[config.mk]
export PLATFORM = sky130hd
export DESIGN_NAME = touch_gesture_recognizer
export DESIGN_NICKNAME = d
export VERILOG_FILES = /design/src/rtl/tgr_pkg.sv /design/src/rtl/tgr_cfg_regs.sv /design/src/rtl/tgr_core.sv /design/src/rtl/tgr_out_queue.sv /design/src/rtl/touch_gesture_recognizer.sv
export SDC_FILE = /design/constraint.sdc
export NUM_CORES = 2
export LEC_CHECK = 0
export BUFFER_PORTS_ARGS = -buffer_cell sky130_fd_sc_hd__buf_4
export CELL_PAD_IN_SITES_DETAIL_PLACEMENT = 0
export CELL_PAD_IN_SITES_GLOBAL_PLACEMENT = 1
export CORE_MARGIN = 2
export CORE_UTILIZATION = 40
export CTS_BUF_LIST = sky130_fd_sc_hd__clkbuf_8
export CTS_CLUSTER_SIZE = 30
export DETAILED_ROUTE_END_ITERATION = 8
export MAX_ROUTING_LAYER = met4
export PLACE_DENSITY = 0.65
export SLEW_MARGIN = 15
export SYNTH_ARGS = -nofsm -noshare
export SYNTH_HDL_FRONTEND = slang
export SYNTH_HIERARCHICAL = 1
export SYNTH_SLANG_ARGS = --single-unit
[constraint.sdc]
create_clock -name i_clk -period 49.3 [get_ports i_clk]
set_input_delay 2.465 -clock i_clk [delete_from_list [all_inputs] [get_ports i_clk]]
set_output_delay 2.465 -clock i_clk [all_outputs]
set_load 0.05 [all_outputs]
[src/rtl/tgr_pkg.sv]
`timescale 1ns / 1ps
// Shared types, widths and reset constants for the touch gesture recognizer.
// No dependencies; every other file in rtl/ uses this package.
package tgr_pkg;

    localparam int COORD_W  = 11;
    localparam int TIME_W   = 32;
    localparam int RAW_W    = 16;
    localparam int TS_W     = 32;
    localparam int SIZE_W   = 12;
    localparam int MS_W     = 16;
    localparam int DIST_W   = 11;
    localparam int CFG_DW   = 16;
    localparam int CFG_IW   = 3;

    localparam int MS_TO_US = 1000;
    localparam int US_W     = MS_W + 10;
    localparam int DSQ_CFG_W = 2 * DIST_W;
    localparam int SQ_W     = 2 * COORD_W;
    localparam int DSQ_W    = (2 * COORD_W + 1 > DSQ_CFG_W) ? 2 * COORD_W + 1 : DSQ_CFG_W;
    localparam int TCMP_W   = (TIME_W > US_W) ? TIME_W : US_W;
    localparam int CLAMP_W  = (RAW_W > COORD_W) ? RAW_W : COORD_W;
    localparam int LIM_W    = (SIZE_W > COORD_W + 1) ? SIZE_W : COORD_W + 1;

    localparam int Q_DEPTH  = 4;
    localparam int Q_PTR_W  = $clog2(Q_DEPTH);
    localparam int Q_CNT_W  = Q_PTR_W + 1;

    localparam int WIDTH_RST     = 540;
    localparam int HEIGHT_RST    = 960;
    localparam int LONG_MS_RST   = 500;
    localparam int LONG_DIST_RST = 20;
    localparam int SWIPE_RST     = 50;
    localparam int TAP_DIST_RST  = 20;
    localparam int TAP_MS_RST    = 300;
    localparam int COORD_CAP     = 1 << COORD_W;

    localparam logic [LIM_W-1:0] COORD_CAP_L = LIM_W'(COORD_CAP);
    localparam logic [COORD_W-1:0] X_MAX_RST =
        COORD_W'(((WIDTH_RST > COORD_CAP) ? COORD_CAP : WIDTH_RST) - 1);
    localparam logic [COORD_W-1:0] Y_MAX_RST =
        COORD_W'(((HEIGHT_RST > COORD_CAP) ? COORD_CAP : HEIGHT_RST) - 1);
    localparam logic [US_W-1:0] LONG_US_RST = US_W'(LONG_MS_RST * MS_TO_US);
    localparam logic [US_W-1:0] TAP_US_RST  = US_W'(TAP_MS_RST * MS_TO_US);
    localparam logic [DSQ_CFG_W-1:0] LONG_DSQ_RST  = DSQ_CFG_W'(LONG_DIST_RST * LONG_DIST_RST);
    localparam logic [DSQ_CFG_W-1:0] SWIPE_DSQ_RST = DSQ_CFG_W'(SWIPE_RST * SWIPE_RST);
    localparam logic [DSQ_CFG_W-1:0] TAP_DSQ_RST   = DSQ_CFG_W'(TAP_DIST_RST * TAP_DIST_RST);

    typedef enum logic [CFG_IW-1:0] {
        CFG_SCREEN_WIDTH  = 3'd0,
        CFG_SCREEN_HEIGHT = 3'd1,
        CFG_LONG_PRESS_MS = 3'd2,
        CFG_LONG_PRESS_DIST = 3'd3,
        CFG_SWIPE_MIN_DIST = 3'd4,
        CFG_TAP_MAX_DIST  = 3'd5,
        CFG_TAP_MAX_TIME  = 3'd6
    } t_cfg_idx;

    typedef enum logic [2:0] {
        EV_DOWN  = 3'd0,
        EV_MOVE  = 3'd1,
        EV_UP    = 3'd2,
        EV_LONG  = 3'd3,
        EV_TAP   = 3'd4,
        EV_SWIPE = 3'd5
    } t_event_kind;

    typedef enum logic [1:0] {
        PH_IDLE  = 2'd0,
        PH_TRACK = 2'd1,
        PH_LONG  = 2'd2
    } t_phase;

    typedef enum logic [1:0] {
        DIR_LEFT  = 2'd0,
        DIR_RIGHT = 2'd1,
        DIR_UP    = 2'd2,
        DIR_DOWN  = 2'd3
    } t_swipe_dir;

    typedef struct packed {
        logic                    sample_valid;
        logic signed [RAW_W-1:0] raw_x;
        logic signed [RAW_W-1:0] raw_y;
        logic [TS_W-1:0]         timestamp_us;
    } t_sample;

    typedef struct packed {
        t_event_kind         event_kind;
        logic [COORD_W-1:0]  point_x;
        logic [COORD_W-1:0]  point_y;
        logic [COORD_W-1:0]  origin_x;
        logic [COORD_W-1:0]  origin_y;
        t_swipe_dir          swipe_dir;
        logic                last_of_run;
    } t_result;

    // thresholds in the form the datapath compares against
    typedef struct packed {
        logic [COORD_W-1:0]   x_max;
        logic [COORD_W-1:0]   y_max;
        logic [US_W-1:0]      long_us;
        logic [DSQ_CFG_W-1:0] long_dsq;
        logic [DSQ_CFG_W-1:0] swipe_dsq;
        logic [DSQ_CFG_W-1:0] tap_dsq;
        logic [US_W-1:0]      tap_us;
    } t_cfg;

    typedef struct packed {
        logic [1:0] num;
        t_result    first;
        t_result    second;
    } t_push;

endpackage

[src/rtl/tgr_cfg_regs.sv]
`timescale 1ns / 1ps
// Configuration registers; stores the derived clamp limits, squared distances
// and microsecond bounds. Depends on tgr_pkg.
module tgr_cfg_regs (
    input  logic                        i_clk,
    input  logic                        i_rst_n,
    input  logic                        i_cfg_we,
    input  logic [tgr_pkg::CFG_IW-1:0]  i_cfg_idx,
    input  logic [tgr_pkg::CFG_DW-1:0]  i_cfg_data,
    output tgr_pkg::t_cfg               o_cfg
);

    tgr_pkg::t_cfg r_cfg;
    tgr_pkg::t_cfg n_cfg;

    logic [tgr_pkg::LIM_W-1:0]     size_lim;
    logic [tgr_pkg::COORD_W-1:0]   size_max;
    logic [tgr_pkg::US_W-1:0]      ms_us;
    logic [tgr_pkg::DSQ_CFG_W-1:0] dist_sq;

    always_comb begin
        size_lim = tgr_pkg::LIM_W'(i_cfg_data[tgr_pkg::SIZE_W-1:0]);
        if (size_lim == '0) begin
            size_lim = tgr_pkg::LIM_W'(1);
        end
        if (size_lim > tgr_pkg::COORD_CAP_L) begin
            size_lim = tgr_pkg::COORD_CAP_L;
        end
        size_max = tgr_pkg::COORD_W'(size_lim - tgr_pkg::LIM_W'(1));
        ms_us = tgr_pkg::US_W'(i_cfg_data[tgr_pkg::MS_W-1:0])
              * tgr_pkg::US_W'(tgr_pkg::MS_TO_US);
        dist_sq = tgr_pkg::DSQ_CFG_W'(i_cfg_data[tgr_pkg::DIST_W-1:0])
                * tgr_pkg::DSQ_CFG_W'(i_cfg_data[tgr_pkg::DIST_W-1:0]);
    end

    always_comb begin
        n_cfg = r_cfg;
        if (i_cfg_we) begin
            case (i_cfg_idx)
                tgr_pkg::CFG_SCREEN_WIDTH:    n_cfg.x_max = size_max;
                tgr_pkg::CFG_SCREEN_HEIGHT:   n_cfg.y_max = size_max;
                tgr_pkg::CFG_LONG_PRESS_MS:   n_cfg.long_us = ms_us;
                tgr_pkg::CFG_LONG_PRESS_DIST: n_cfg.long_dsq = dist_sq;
                tgr_pkg::CFG_SWIPE_MIN_DIST:  n_cfg.swipe_dsq = dist_sq;
                tgr_pkg::CFG_TAP_MAX_DIST:    n_cfg.tap_dsq = dist_sq;
                tgr_pkg::CFG_TAP_MAX_TIME:    n_cfg.tap_us = ms_us;
                default:                      n_cfg = r_cfg;
            endcase
        end
    end

    always_ff @(posedge i_clk) begin
        if (!i_rst_n) begin
            r_cfg.x_max     <= tgr_pkg::X_MAX_RST;
            r_cfg.y_max     <= tgr_pkg::Y_MAX_RST;
            r_cfg.long_us   <= tgr_pkg::LONG_US_RST;
            r_cfg.long_dsq  <= tgr_pkg::LONG_DSQ_RST;
            r_cfg.swipe_dsq <= tgr_pkg::SWIPE_DSQ_RST;
            r_cfg.tap_dsq   <= tgr_pkg::TAP_DSQ_RST;
            r_cfg.tap_us    <= tgr_pkg::TAP_US_RST;
        end else begin
            r_cfg <= n_cfg;
        end
    end

    assign o_cfg = r_cfg;

endmodule

[src/rtl/tgr_core.sv]
`timescale 1ns / 1ps
// Gesture state and per-sample event decode: clamp, distance, timing checks.
// Depends on tgr_pkg; fed by the input register and the configuration block.
module tgr_core (
    input  logic             i_clk,
    input  logic             i_rst_n,
    input  logic             i_fire,
    input  tgr_pkg::t_sample i_sample,
    input  tgr_pkg::t_cfg    i_cfg,
    output tgr_pkg::t_push   o_push
);

    logic                        r_was_pressed;
    tgr_pkg::t_phase             r_phase;
    logic [tgr_pkg::COORD_W-1:0] r_start_x;
    logic [tgr_pkg::COORD_W-1:0] r_start_y;
    logic [tgr_pkg::COORD_W-1:0] r_cur_x;
    logic [tgr_pkg::COORD_W-1:0] r_cur_y;
    logic [tgr_pkg::TIME_W-1:0]  r_start_time;

    logic                        n_was_pressed;
    tgr_pkg::t_phase             n_phase;
    logic [tgr_pkg::COORD_W-1:0] n_start_x;
    logic [tgr_pkg::COORD_W-1:0] n_start_y;
    logic [tgr_pkg::COORD_W-1:0] n_cur_x;
    logic [tgr_pkg::COORD_W-1:0] n_cur_y;
    logic [tgr_pkg::TIME_W-1:0]  n_start_time;

    logic [tgr_pkg::COORD_W-1:0] x;
    logic [tgr_pkg::COORD_W-1:0] y;
    logic [tgr_pkg::COORD_W-1:0] px;
    logic [tgr_pkg::COORD_W-1:0] py;
    logic signed [tgr_pkg::COORD_W:0] dx;
    logic signed [tgr_pkg::COORD_W:0] dy;
    logic [tgr_pkg::COORD_W-1:0] ax;
    logic [tgr_pkg::COORD_W-1:0] ay;
    logic [tgr_pkg::SQ_W-1:0]    sqx;
    logic [tgr_pkg::SQ_W-1:0]    sqy;
    logic [tgr_pkg::DSQ_W-1:0]   dsq;
    logic [tgr_pkg::TIME_W-1:0]  now;
    logic [tgr_pkg::TIME_W-1:0]  elapsed;
    logic                        long_hit;
    logic                        swipe_hit;
    logic                        tap_hit;
    tgr_pkg::t_swipe_dir         dir;
    tgr_pkg::t_result            res_a;
    tgr_pkg::t_result            res_b;
    logic [1:0]                  num;

    function automatic logic [tgr_pkg::COORD_W-1:0] clamp_coord(
        input logic signed [tgr_pkg::RAW_W-1:0] raw,
        input logic [tgr_pkg::COORD_W-1:0]      hi
    );
        logic [tgr_pkg::CLAMP_W-1:0] mag;
        mag = tgr_pkg::CLAMP_W'($unsigned(raw));
        if (raw < 0) begin
            clamp_coord = '0;
        end else if (mag > tgr_pkg::CLAMP_W'(hi)) begin
            clamp_coord = hi;
        end else begin
            clamp_coord = tgr_pkg::COORD_W'(mag);
        end
    endfunction

    function automatic tgr_pkg::t_result make_result(
        input tgr_pkg::t_event_kind          kind,
        input logic [tgr_pkg::COORD_W-1:0]   pt_x,
        input logic [tgr_pkg::COORD_W-1:0]   pt_y,
        input logic [tgr_pkg::COORD_W-1:0]   or_x,
        input logic [tgr_pkg::COORD_W-1:0]   or_y,
        input tgr_pkg::t_swipe_dir           sdir
    );
        tgr_pkg::t_result r;
        r.event_kind  = kind;
        r.point_x     = pt_x;
        r.point_y     = pt_y;
        r.origin_x    = or_x;
        r.origin_y    = or_y;
        r.swipe_dir   = sdir;
        r.last_of_run = 1'b0;
        make_result = r;
    endfunction

    // distance datapath, shared by the move and release cases
    always_comb begin
        x = clamp_coord(i_sample.raw_x, i_cfg.x_max);
        y = clamp_coord(i_sample.raw_y, i_cfg.y_max);
        px = i_sample.sample_valid ? x : r_cur_x;
        py = i_sample.sample_valid ? y : r_cur_y;
        dx = $signed({1'b0, px}) - $signed({1'b0, r_start_x});
        dy = $signed({1'b0, py}) - $signed({1'b0, r_start_y});
        ax = dx[tgr_pkg::COORD_W] ? tgr_pkg::COORD_W'(-dx) : tgr_pkg::COORD_W'(dx);
        ay = dy[tgr_pkg::COORD_W] ? tgr_pkg::COORD_W'(-dy) : tgr_pkg::COORD_W'(dy);
        sqx = tgr_pkg::SQ_W'(ax) * tgr_pkg::SQ_W'(ax);
        sqy = tgr_pkg::SQ_W'(ay) * tgr_pkg::SQ_W'(ay);
        dsq = tgr_pkg::DSQ_W'(sqx) + tgr_pkg::DSQ_W'(sqy);
        now = tgr_pkg::TIME_W'(i_sample.timestamp_us);
        elapsed = now - r_start_time;
        long_hit = (tgr_pkg::TCMP_W'(elapsed) >= tgr_pkg::TCMP_W'(i_cfg.long_us))
                && (dsq < tgr_pkg::DSQ_W'(i_cfg.long_dsq));
        swipe_hit = dsq >= tgr_pkg::DSQ_W'(i_cfg.swipe_dsq);
        tap_hit = (dsq < tgr_pkg::DSQ_W'(i_cfg.tap_dsq))
               && (tgr_pkg::TCMP_W'(elapsed) < tgr_pkg::TCMP_W'(i_cfg.tap_us));
        if (ax >= ay) begin
            dir = dx[tgr_pkg::COORD_W] ? tgr_pkg::DIR_LEFT : tgr_pkg::DIR_RIGHT;
        end else begin
            dir = dy[tgr_pkg::COORD_W] ? tgr_pkg::DIR_UP : tgr_pkg::DIR_DOWN;
        end
    end

    always_comb begin
        n_was_pressed = r_was_pressed;
        n_phase       = r_phase;
        n_start_x     = r_start_x;
        n_start_y     = r_start_y;
        n_cur_x       = r_cur_x;
        n_cur_y       = r_cur_y;
        n_start_time  = r_start_time;
        num   = 2'd0;
        res_a = make_result(tgr_pkg::EV_DOWN, x, y, x, y, tgr_pkg::DIR_LEFT);
        res_b = make_result(tgr_pkg::EV_LONG, r_start_x, r_start_y,
                            r_start_x, r_start_y, tgr_pkg::DIR_LEFT);
        if (i_sample.sample_valid) begin
            n_was_pressed = 1'b1;
            n_cur_x = x;
            n_cur_y = y;
            num = 2'd1;
            if (!r_was_pressed) begin
                n_phase      = tgr_pkg::PH_TRACK;
                n_start_x    = x;
                n_start_y    = y;
                n_start_time = now;
            end else begin
                res_a = make_result(tgr_pkg::EV_MOVE, x, y, r_start_x, r_start_y,
                                    tgr_pkg::DIR_LEFT);
                if (r_phase == tgr_pkg::PH_TRACK && long_hit) begin
                    num     = 2'd2;
                    n_phase = tgr_pkg::PH_LONG;
                end
            end
        end else if (r_was_pressed) begin
            n_was_pressed = 1'b0;
            n_phase = tgr_pkg::PH_IDLE;
            num = 2'd1;
            res_a = make_result(tgr_pkg::EV_UP, r_cur_x, r_cur_y, r_start_x, r_start_y,
                                tgr_pkg::DIR_LEFT);
            if (r_phase == tgr_pkg::PH_TRACK) begin
                if (swipe_hit) begin
                    num = 2'd2;
                    res_b = make_result(tgr_pkg::EV_SWIPE, '0, '0, '0, '0, dir);
                end else if (tap_hit) begin
                    num = 2'd2;
                    res_b = make_result(tgr_pkg::EV_TAP, r_start_x, r_start_y,
                                        r_start_x, r_start_y, tgr_pkg::DIR_LEFT);
                end
            end
        end
        res_a.last_of_run = (num == 2'd1);
        res_b.last_of_run = 1'b1;
    end

    always_ff @(posedge i_clk) begin
        if (!i_rst_n) begin
            r_was_pressed <= 1'b0;
            r_phase       <= tgr_pkg::PH_IDLE;
            r_start_x     <= '0;
            r_start_y     <= '0;
            r_cur_x       <= '0;
            r_cur_y       <= '0;
            r_start_time  <= '0;
        end else if (i_fire) begin
            r_was_pressed <= n_was_pressed;
            r_phase       <= n_phase;
            r_start_x     <= n_start_x;
            r_start_y     <= n_start_y;
            r_cur_x       <= n_cur_x;
            r_cur_y       <= n_cur_y;
            r_start_time  <= n_start_time;
        end
    end

    assign o_push.num    = i_fire ? num : 2'd0;
    assign o_push.first  = res_a;
    assign o_push.second = res_b;

endmodule

[src/rtl/tgr_out_queue.sv]
`timescale 1ns / 1ps
// Result queue: takes up to two results a cycle, hands out one a cycle when popped.
// Depends on tgr_pkg.
module tgr_out_queue (
    input  logic             i_clk,
    input  logic             i_rst_n,
    input  tgr_pkg::t_push   i_push,
    input  logic             i_pop,
    output logic             o_valid,
    output tgr_pkg::t_result o_data,
    output logic             o_room
);

    tgr_pkg::t_result            r_mem [tgr_pkg::Q_DEPTH];
    logic [tgr_pkg::Q_PTR_W-1:0] r_wr_ptr;
    logic [tgr_pkg::Q_PTR_W-1:0] r_rd_ptr;
    logic [tgr_pkg::Q_CNT_W-1:0] r_count;

    logic [tgr_pkg::Q_PTR_W-1:0] n_wr_ptr;
    logic [tgr_pkg::Q_PTR_W-1:0] n_rd_ptr;
    logic [tgr_pkg::Q_CNT_W-1:0] n_count;
    logic [tgr_pkg::Q_PTR_W-1:0] wr_ptr_1;

    always_comb begin
        wr_ptr_1 = r_wr_ptr + tgr_pkg::Q_PTR_W'(1);
        n_wr_ptr = r_wr_ptr + tgr_pkg::Q_PTR_W'(i_push.num);
        n_rd_ptr = i_pop ? r_rd_ptr + tgr_pkg::Q_PTR_W'(1) : r_rd_ptr;
        n_count  = r_count + tgr_pkg::Q_CNT_W'(i_push.num)
                 - tgr_pkg::Q_CNT_W'(i_pop);
    end

    always_ff @(posedge i_clk) begin
        if (i_push.num != 2'd0) begin
            r_mem[r_wr_ptr] <= i_push.first;
        end
        if (i_push.num == 2'd2) begin
            r_mem[wr_ptr_1] <= i_push.second;
        end
    end

    always_ff @(posedge i_clk) begin
        if (!i_rst_n) begin
            r_wr_ptr <= '0;
            r_rd_ptr <= '0;
            r_count  <= '0;
        end else begin
            r_wr_ptr <= n_wr_ptr;
            r_rd_ptr <= n_rd_ptr;
            r_count  <= n_count;
        end
    end

    assign o_valid = r_count != '0;
    assign o_data  = r_mem[r_rd_ptr];
    assign o_room  = r_count <= tgr_pkg::Q_CNT_W'(tgr_pkg::Q_DEPTH - 2);

endmodule

[src/rtl/touch_gesture_recognizer.sv]
`timescale 1ns / 1ps
// Top level of the touch gesture recognizer: input register, configuration,
// gesture core and result queue. Depends on tgr_pkg and the tgr_* modules.
//
// Each request on the input channel is one polled touch sample; it yields zero,
// one or two gesture events (down, move, up, long press, tap, swipe) in order,
// the last of them flagged by last_of_run. A sample is held in an input
// register and decoded once the four-entry result queue has room for two
// more events; events leave the queue one per cycle while the output is not
// stalled. The input register takes a new sample while the last one is
// decoded, the single output port setting the pace; the first event of a
// sample is offered once it has passed the input register and the queue.
// Configuration writes take effect at once and are meant to be made while no
// sample is in flight. There is no initialization sweep after reset.
module touch_gesture_recognizer (
    input  logic                        i_clk,
    input  logic                        i_rst_n,
    input  logic                        i_in_valid,
    output logic                        o_in_stall,
    input  tgr_pkg::t_sample            i_in_data,
    output logic                        o_out_valid,
    input  logic                        i_out_stall,
    output tgr_pkg::t_result            o_out_data,
    input  logic                        i_cfg_we,
    input  logic [tgr_pkg::CFG_IW-1:0]  i_cfg_idx,
    input  logic [tgr_pkg::CFG_DW-1:0]  i_cfg_data
);

    logic             r_in_valid;
    tgr_pkg::t_sample r_in;
    logic             n_in_valid;

    tgr_pkg::t_cfg    cfg;
    tgr_pkg::t_push   push;
    logic             room;
    logic             take;
    logic             accept;
    logic             pop;

    assign take       = r_in_valid && room;
    assign o_in_stall = r_in_valid && !room;
    assign accept     = i_in_valid && !o_in_stall;
    assign pop        = o_out_valid && !i_out_stall;

    always_comb begin
        n_in_valid = r_in_valid;
        if (accept) begin
            n_in_valid = 1'b1;
        end else if (take) begin
            n_in_valid = 1'b0;
        end
    end

    always_ff @(posedge i_clk) begin
        if (!i_rst_n) begin
            r_in_valid <= 1'b0;
        end else begin
            r_in_valid <= n_in_valid;
        end
    end

    always_ff @(posedge i_clk) begin
        if (accept) begin
            r_in <= i_in_data;
        end
    end

    tgr_cfg_regs u_cfg (
        .i_clk      (i_clk),
        .i_rst_n    (i_rst_n),
        .i_cfg_we   (i_cfg_we),
        .i_cfg_idx  (i_cfg_idx),
        .i_cfg_data (i_cfg_data),
        .o_cfg      (cfg)
    );

    tgr_core u_core (
        .i_clk    (i_clk),
        .i_rst_n  (i_rst_n),
        .i_fire   (take),
        .i_sample (r_in),
        .i_cfg    (cfg),
        .o_push   (push)
    );

    tgr_out_queue u_queue (
        .i_clk   (i_clk),
        .i_rst_n (i_rst_n),
        .i_push  (push),
        .i_pop   (pop),
        .o_valid (o_out_valid),
        .o_data  (o_out_data),
        .o_room  (room)
    );

endmodule
Yosys cells after proc, flatten, opt, wreduce, memory -nomap -nowiden. Memories as Yosys holds them, arrays and structs flattened. A register that Yosys moved wholly into a read port is not among the register bits. Cells that the tools add are included.

Memories: 1. Input bits: 89. Memory bits (writable): 200. Bits in registers: 286. Output and inout port bits: 52.

Memory list: u_queue.r_mem (depth 4, width 50, rd ports 1, clocked after memory_dff 1, wr ports 2, line tgr_out_queue.sv:14) `tgr_pkg::t_result r_mem [tgr_pkg::Q_DEPTH];`.

Multiplexer cells: 42. Bitwise operators: 1. Reduce and logical (&&, ||, !) cells: 25. $add $sub $neg: 12. Multiply operators: 4. Order comparisons: 12. Equal/unequal tests: 10.

Operators by type and width (number): 50-bit 2-to-1 mux (6); 11-bit 2-to-1 mux (9); 11-bit by 11-bit multiplier with 22-bit output (3); 49-bit 2-to-1 mux (1); 48-bit 2-to-1 mux (1); 23-bit by 22-bit less-than comparator with 1-bit output (2); 32-bit by 26-bit >= comparator with 1-bit output (1); 16-bit by 11-bit > comparator with 1-bit output (2); 16-bit by 1-bit less-than comparator with 1-bit output, second input constant (2); 32-bit by 26-bit less-than comparator with 1-bit output (1); 32-bit subtractor (1); 2-bit 2-to-1 mux (15); 11-bit by 11-bit subtractor with 12-bit output (2); 22-bit by 22-bit adder with 23-bit output (1); 23-bit by 22-bit >= comparator with 1-bit output (1); 16-bit by 7-bit multiplier with 23-bit output, second input constant (1); 11-bit negation (2); 2-bit AND reduction (7); 12-bit > comparator, second input constant (1); 12-bit zero test (1); 12-bit 2-to-1 mux (1); 11-bit >= comparator (1); 11-bit by 1-bit subtractor with 11-bit output, second input constant (1); 3-bit equality test, second input constant (3); other kinds (18) (40).

Logic depth before layout (Yosys ltp).
Depth in word-level cells: 20. Mapped depth: 68.

Modules after synthesis. The synthesis kept the hierarchy.

By module, submodules not included: tgr_core (times used 1, area each 18325.1 um2, cells an instance 2389); tgr_cfg_regs (times used 1, area each 11215.8 um2, cells an instance 1288); tgr_out_queue (times used 1, area each 10146.0 um2, cells an instance 533); touch_gesture_recognizer (times used 1, area each 2011.9 um2, cells an instance 71).

Least setup slack after synthesis. No wires, ideal clock.

Kind: register to register. From: reg r_in[33] (netlist name). To: mem u_queue/r_mem[0][0] (netlist name) (enable). Path slack: 32.577 ns. Arrival: 16.196 ns. Cell stages (with the launch flop): 54. Required time: 48.773 ns. Clock period less this slack: 16.723 ns. Cells stage by stage: edfxtp_1 -> ha_1 -> nor2b_1 -> o21ai_0 -> nand2b_1 -> a2111oi_0 -> o31ai_1 -> a21oi_1 -> o21a_1 -> buf_4 -> mux2i_1 -> nor3_1 -> a21oi_1 -> ha_1 -> fa_1 -> nor2b_1 -> o21ai_1 -> a21boi_1 -> [... 18 more ...] -> ha_1 -> a21oi_1 -> nor2b_1 -> o31ai_1 -> and4b_1 -> xnor2_1 -> ha_1 -> o21a_1 -> o21a_1 -> o21ai_0 -> a21oi_1 -> o21ai_0 -> or3b_1 -> a21oi_1 -> nor3_2 -> nor4_1 -> o21bai_1 -> o21ai_0.

RTL lines: start, declared (line touch_gesture_recognizer.sv:30) `tgr_pkg::t_sample r_in;`; start signal, assigned (line touch_gesture_recognizer.sv:64) `r_in <= i_in_data;`; end, declared (line tgr_out_queue.sv:14).

==> out/results.txt <==
The pre-antenna-repair detailed-routing pass consisted of 7 iterations. Synthesis produced a netlist whose cell count is 4281. The cell sitting at the root of the clock tree is a sky130_fd_sc_hd__clkbuf_8. The tools report the layout net count as 5174. The path class of the tightest hold or removal check is register to register.

The delay of the slowest cell on the worst path works out to 810 ps. The slowest stage of the critical path is the sky130_fd_sc_hd__nor2_4 cell. The run gives 3 as the H-tree level count.

TritonCTS built the clock tree. No sink is reached through more buffers than the 3 on the longest clock path. The via count of the first global-routing pass is 30890, and the largest net degree at the start of global routing is 86.

The category of the most critical setup path is register to register. The tools report the final number of setup-violating endpoints as 0. The region available for standard cell placement spans 103500 um2. The initial antenna violation count was 5; the hold-fix buffer count after cts was 0. The number of vias in the routed layout was 29760.

The average instance area after synthesis was 9.740 um2; the clock period minus worst slack was 16640 ps. The first global-routing pass estimated 177900 um of wire. In this run the post-CTS setup repair buffer count came out at 0.

In the post-synthesis netlist, the cell with the most instances is sky130_fd_sc_hd__inv_1. Adding up every negative setup slack in the final design gives 0 ps. The wire length per cell is 19.08 um. Setup repair after global routing left no endpoint under its margin.

Of all nets on the critical path, the largest fanout is 27. The flow ran to the end, and the final reports show no timing, DRC or antenna violations. The relative slew slack was 24.54%. The number of enable-type register cells in the synthesized netlist works out to 265. During synthesis, Yosys emitted a total of 6 warnings. For the max-slew violation count, the log shows 0. Yosys attributes the largest share of cell area to sky130_fd_sc_hd__edfxtp_1, sky130_fd_sc_hd__fa_1, sky130_fd_sc_hd__ha_1, sky130_fd_sc_hd__dfxtp_1, sky130_fd_sc_hd__inv_1.

The die covers 106800 um2. Most prevalent standard cell on the critical path: sky130_fd_sc_hd__fa_1. The latest clock arrival within the worst-skew pair was 740 ps; the die boundary height was 326.9 um. Clock-pin slew was measured on the worst setup and hold paths at 60 ps.

Wires add up to 111200 um. Derived from the worst setup path, the maximum achievable clock frequency is 60.09 MHz. The final hold violation count came out at 0.

The number of DRC markers in iteration 0 is 1455, and the proportion of netlist area held by the largest area contributor is 19.08%. The initial utilization of the core area, before any placement, comes to 40.29%. Synthesis inferred 485 register bits.

From left edge to right edge, the die measures 326.9 um. The layout has 10130 filler cells. Data on the critical path is required at its endpoint by 49660 ps. After synthesis, flip-flops and latches occupy 29.65% of the total area. The area added between synthesis and finish was 9.206%; the I/O pin count was 141. The logs give 118 for the number of rows in the core area and 0 for the remaining number of nets flagged by the antenna check after routing. Across the run, the number of max-cap violations was 0.

The type of destination of the critical path is a register. The tools report the global router's overall resource usage as 21.88%. The run gives 41700 um2 as the synthesized cell area.

In the routed design, unresolved DRC markers number 0. By count the netlist is led by sky130_fd_sc_hd__inv_1, sky130_fd_sc_hd__nand2_1, sky130_fd_sc_hd__ha_1, sky130_fd_sc_hd__fa_1, sky130_fd_sc_hd__edfxtp_1. The global-route congestion overflow total came out at 0.

Maximum clock skew at final layout: 63.91 ps. Clock tree synthesis found a total of 485 sinks. The sort of element at the start of the critical path is a register. For this run, the leading register cell type out of synthesis is sky130_fd_sc_hd__edfxtp_1. The run gives 84040 um as the half-perimeter wire length of the detailed placement result. Data on the critical path arrives at its endpoint at 17000 ps. Of the cells placed in the final design, the portion with a size suffix greater than 1 is 13.95%.

The worst path uses 33.75% of the clock period. The biggest area contributor in the post-synthesis netlist is sky130_fd_sc_hd__edfxtp_1. The via count normalized by instance count is 5.104, and the count of instances resized after the clock tree is built is 0.

The number of input and output port buffers inserted is 140, and the share of async-settable or async-resettable flops after synthesis is 0%. The number of different library cells used by synthesis comes to 117. The congestion estimate from routability-driven global placement came to 0.8650.

For the pin with the worst max-slew slack, the measured transition is 1123 ps. In this run, CTS created clock tree buffers numbering 90.
-- cell type report --
cell class / instances / area [um2] / share of cell area (%)
Multi-Input combinational cell: 2956 / 25950 / 56.98
Sequential cell: 485 / 12370 / 27.16
Inverter: 668 / 2507 / 5.506
Tap cell: 1380 / 1727 / 3.792
Clock buffer: 97 / 1335 / 2.932
Timing Repair Buffer: 171 / 1284 / 2.819
Clock inverter: 69 / 360.3 / 0.7913
Antenna cell: 4 / 10.01 / 0.02198
-- state kept, by name, indices dropped and copies added (netlist names), named ones only --
register / count
u_cfg/o_cfg: 131
r_in_valid: 1
r_in: 65
u_core/r_phase: 2
u_core/r_cur_x: 11
u_core/r_start_x: 11
u_queue/r_count: 3
u_queue/r_mem: 200
u_core/r_was_pressed: 1
u_queue/r_wr_ptr: 2
u_core/r_cur_y: 11
u_queue/r_rd_ptr: 2
u_core/r_start_y: 11
u_core/r_start_time: 32
-- critical path, delay by kind of cell, from the launching register on --
family	cells	cell delay (ps)
buf+inv	7	1090
flops	1	360
mux	3	940
xor+xnor	1	760
simple gates	14	3660
fa+ha+maj	11	4760
compound gates	19	4690
-- through the flow --
step | setup slack, ps | instances | hold slack (ps) | instance area (um2) | util [%]
finish | 32660 | 5830 | 452.1 | 45540 | 44.00
global route | 31190 | 5830 | 474.9 | 45540 | 44.00
CTS | 32480 | 5826 | 455.0 | 45530 | 43.99
detailed placement | 32610 | 5660 | 447.4 | 43830 | 42.35
global placement | 32840 | 5660 | 443.6 | 43830 | 42.35
floorplan | 32580 | 4293 | 436.3 | 41740 | -
-- logic make-up after synthesis --
logic type | Yosys count | synth area share [%]
AOI/OAI and AO/OA | 730 | 11.43
xor gates and xnor gates | 128 | 2.935
adders and majority gates | 714 | 26.59
buffers and inverters | 852 | 8.447
DFF | 485 | 29.65
muxes | 283 | 8.897
other | 3 | 0.02700
and+or+nand+nor | 1086 | 12.04
-- routing by layer --
metal  wire length [um]  track usage [%]  share of wire, %  vias to the layer above
met5                  0                -                 0                        -
met4               1850            4.667               1.7                        0
met3               3670            2.308               3.3                      117
met2              53720            35.97                48                      485
met1              51980            29.22                47                    14470
li1                   -                -                 -                    14680
-- placed cells by master (no fill, tap or decap), drive strengths merged, types with 8 or more instances in the layout --
master	instances
inv	703
nand2	464
ha	426
fa	287
edfxtp	265
nor2	252
dfxtp	220
mux2	201
a21oi	198
o21ai	197
buf	171
clkbuf	97
nand3	93
xnor2	73
and2	59
o31ai	55
xor2	53
mux4	50
a21o	46
a21boi	45
o211ai	34
mux2i	32
a211oi	32
nor3	31
nor2b	30
clkinv	30
nand2b	29
o21a	28
or2	28
nand4	25
or3	17
conb	15
a31oi	15
o21bai	14
nor4	14
and3	13
a2111oi	11
or4	8
-- worst paths after layout --
kind / from / end / slack (ps) / cells past startpoint
worst max-delay path: u_cfg/o_cfg[119] / u_queue/r_mem[3][25] / 32660 / 55
worst min-delay path: u_cfg/o_cfg[73] / u_cfg/o_cfg[73] / 450 / 2
worst max register to register: u_cfg/o_cfg[119] / u_queue/r_mem[3][25] / 32660 / 55
worst min register to register: u_cfg/o_cfg[73] / u_cfg/o_cfg[73] / 450 / 2
Power is not shown: default switching activity piles up to over one toggle a cycle in this logic, so the estimate is an artifact.
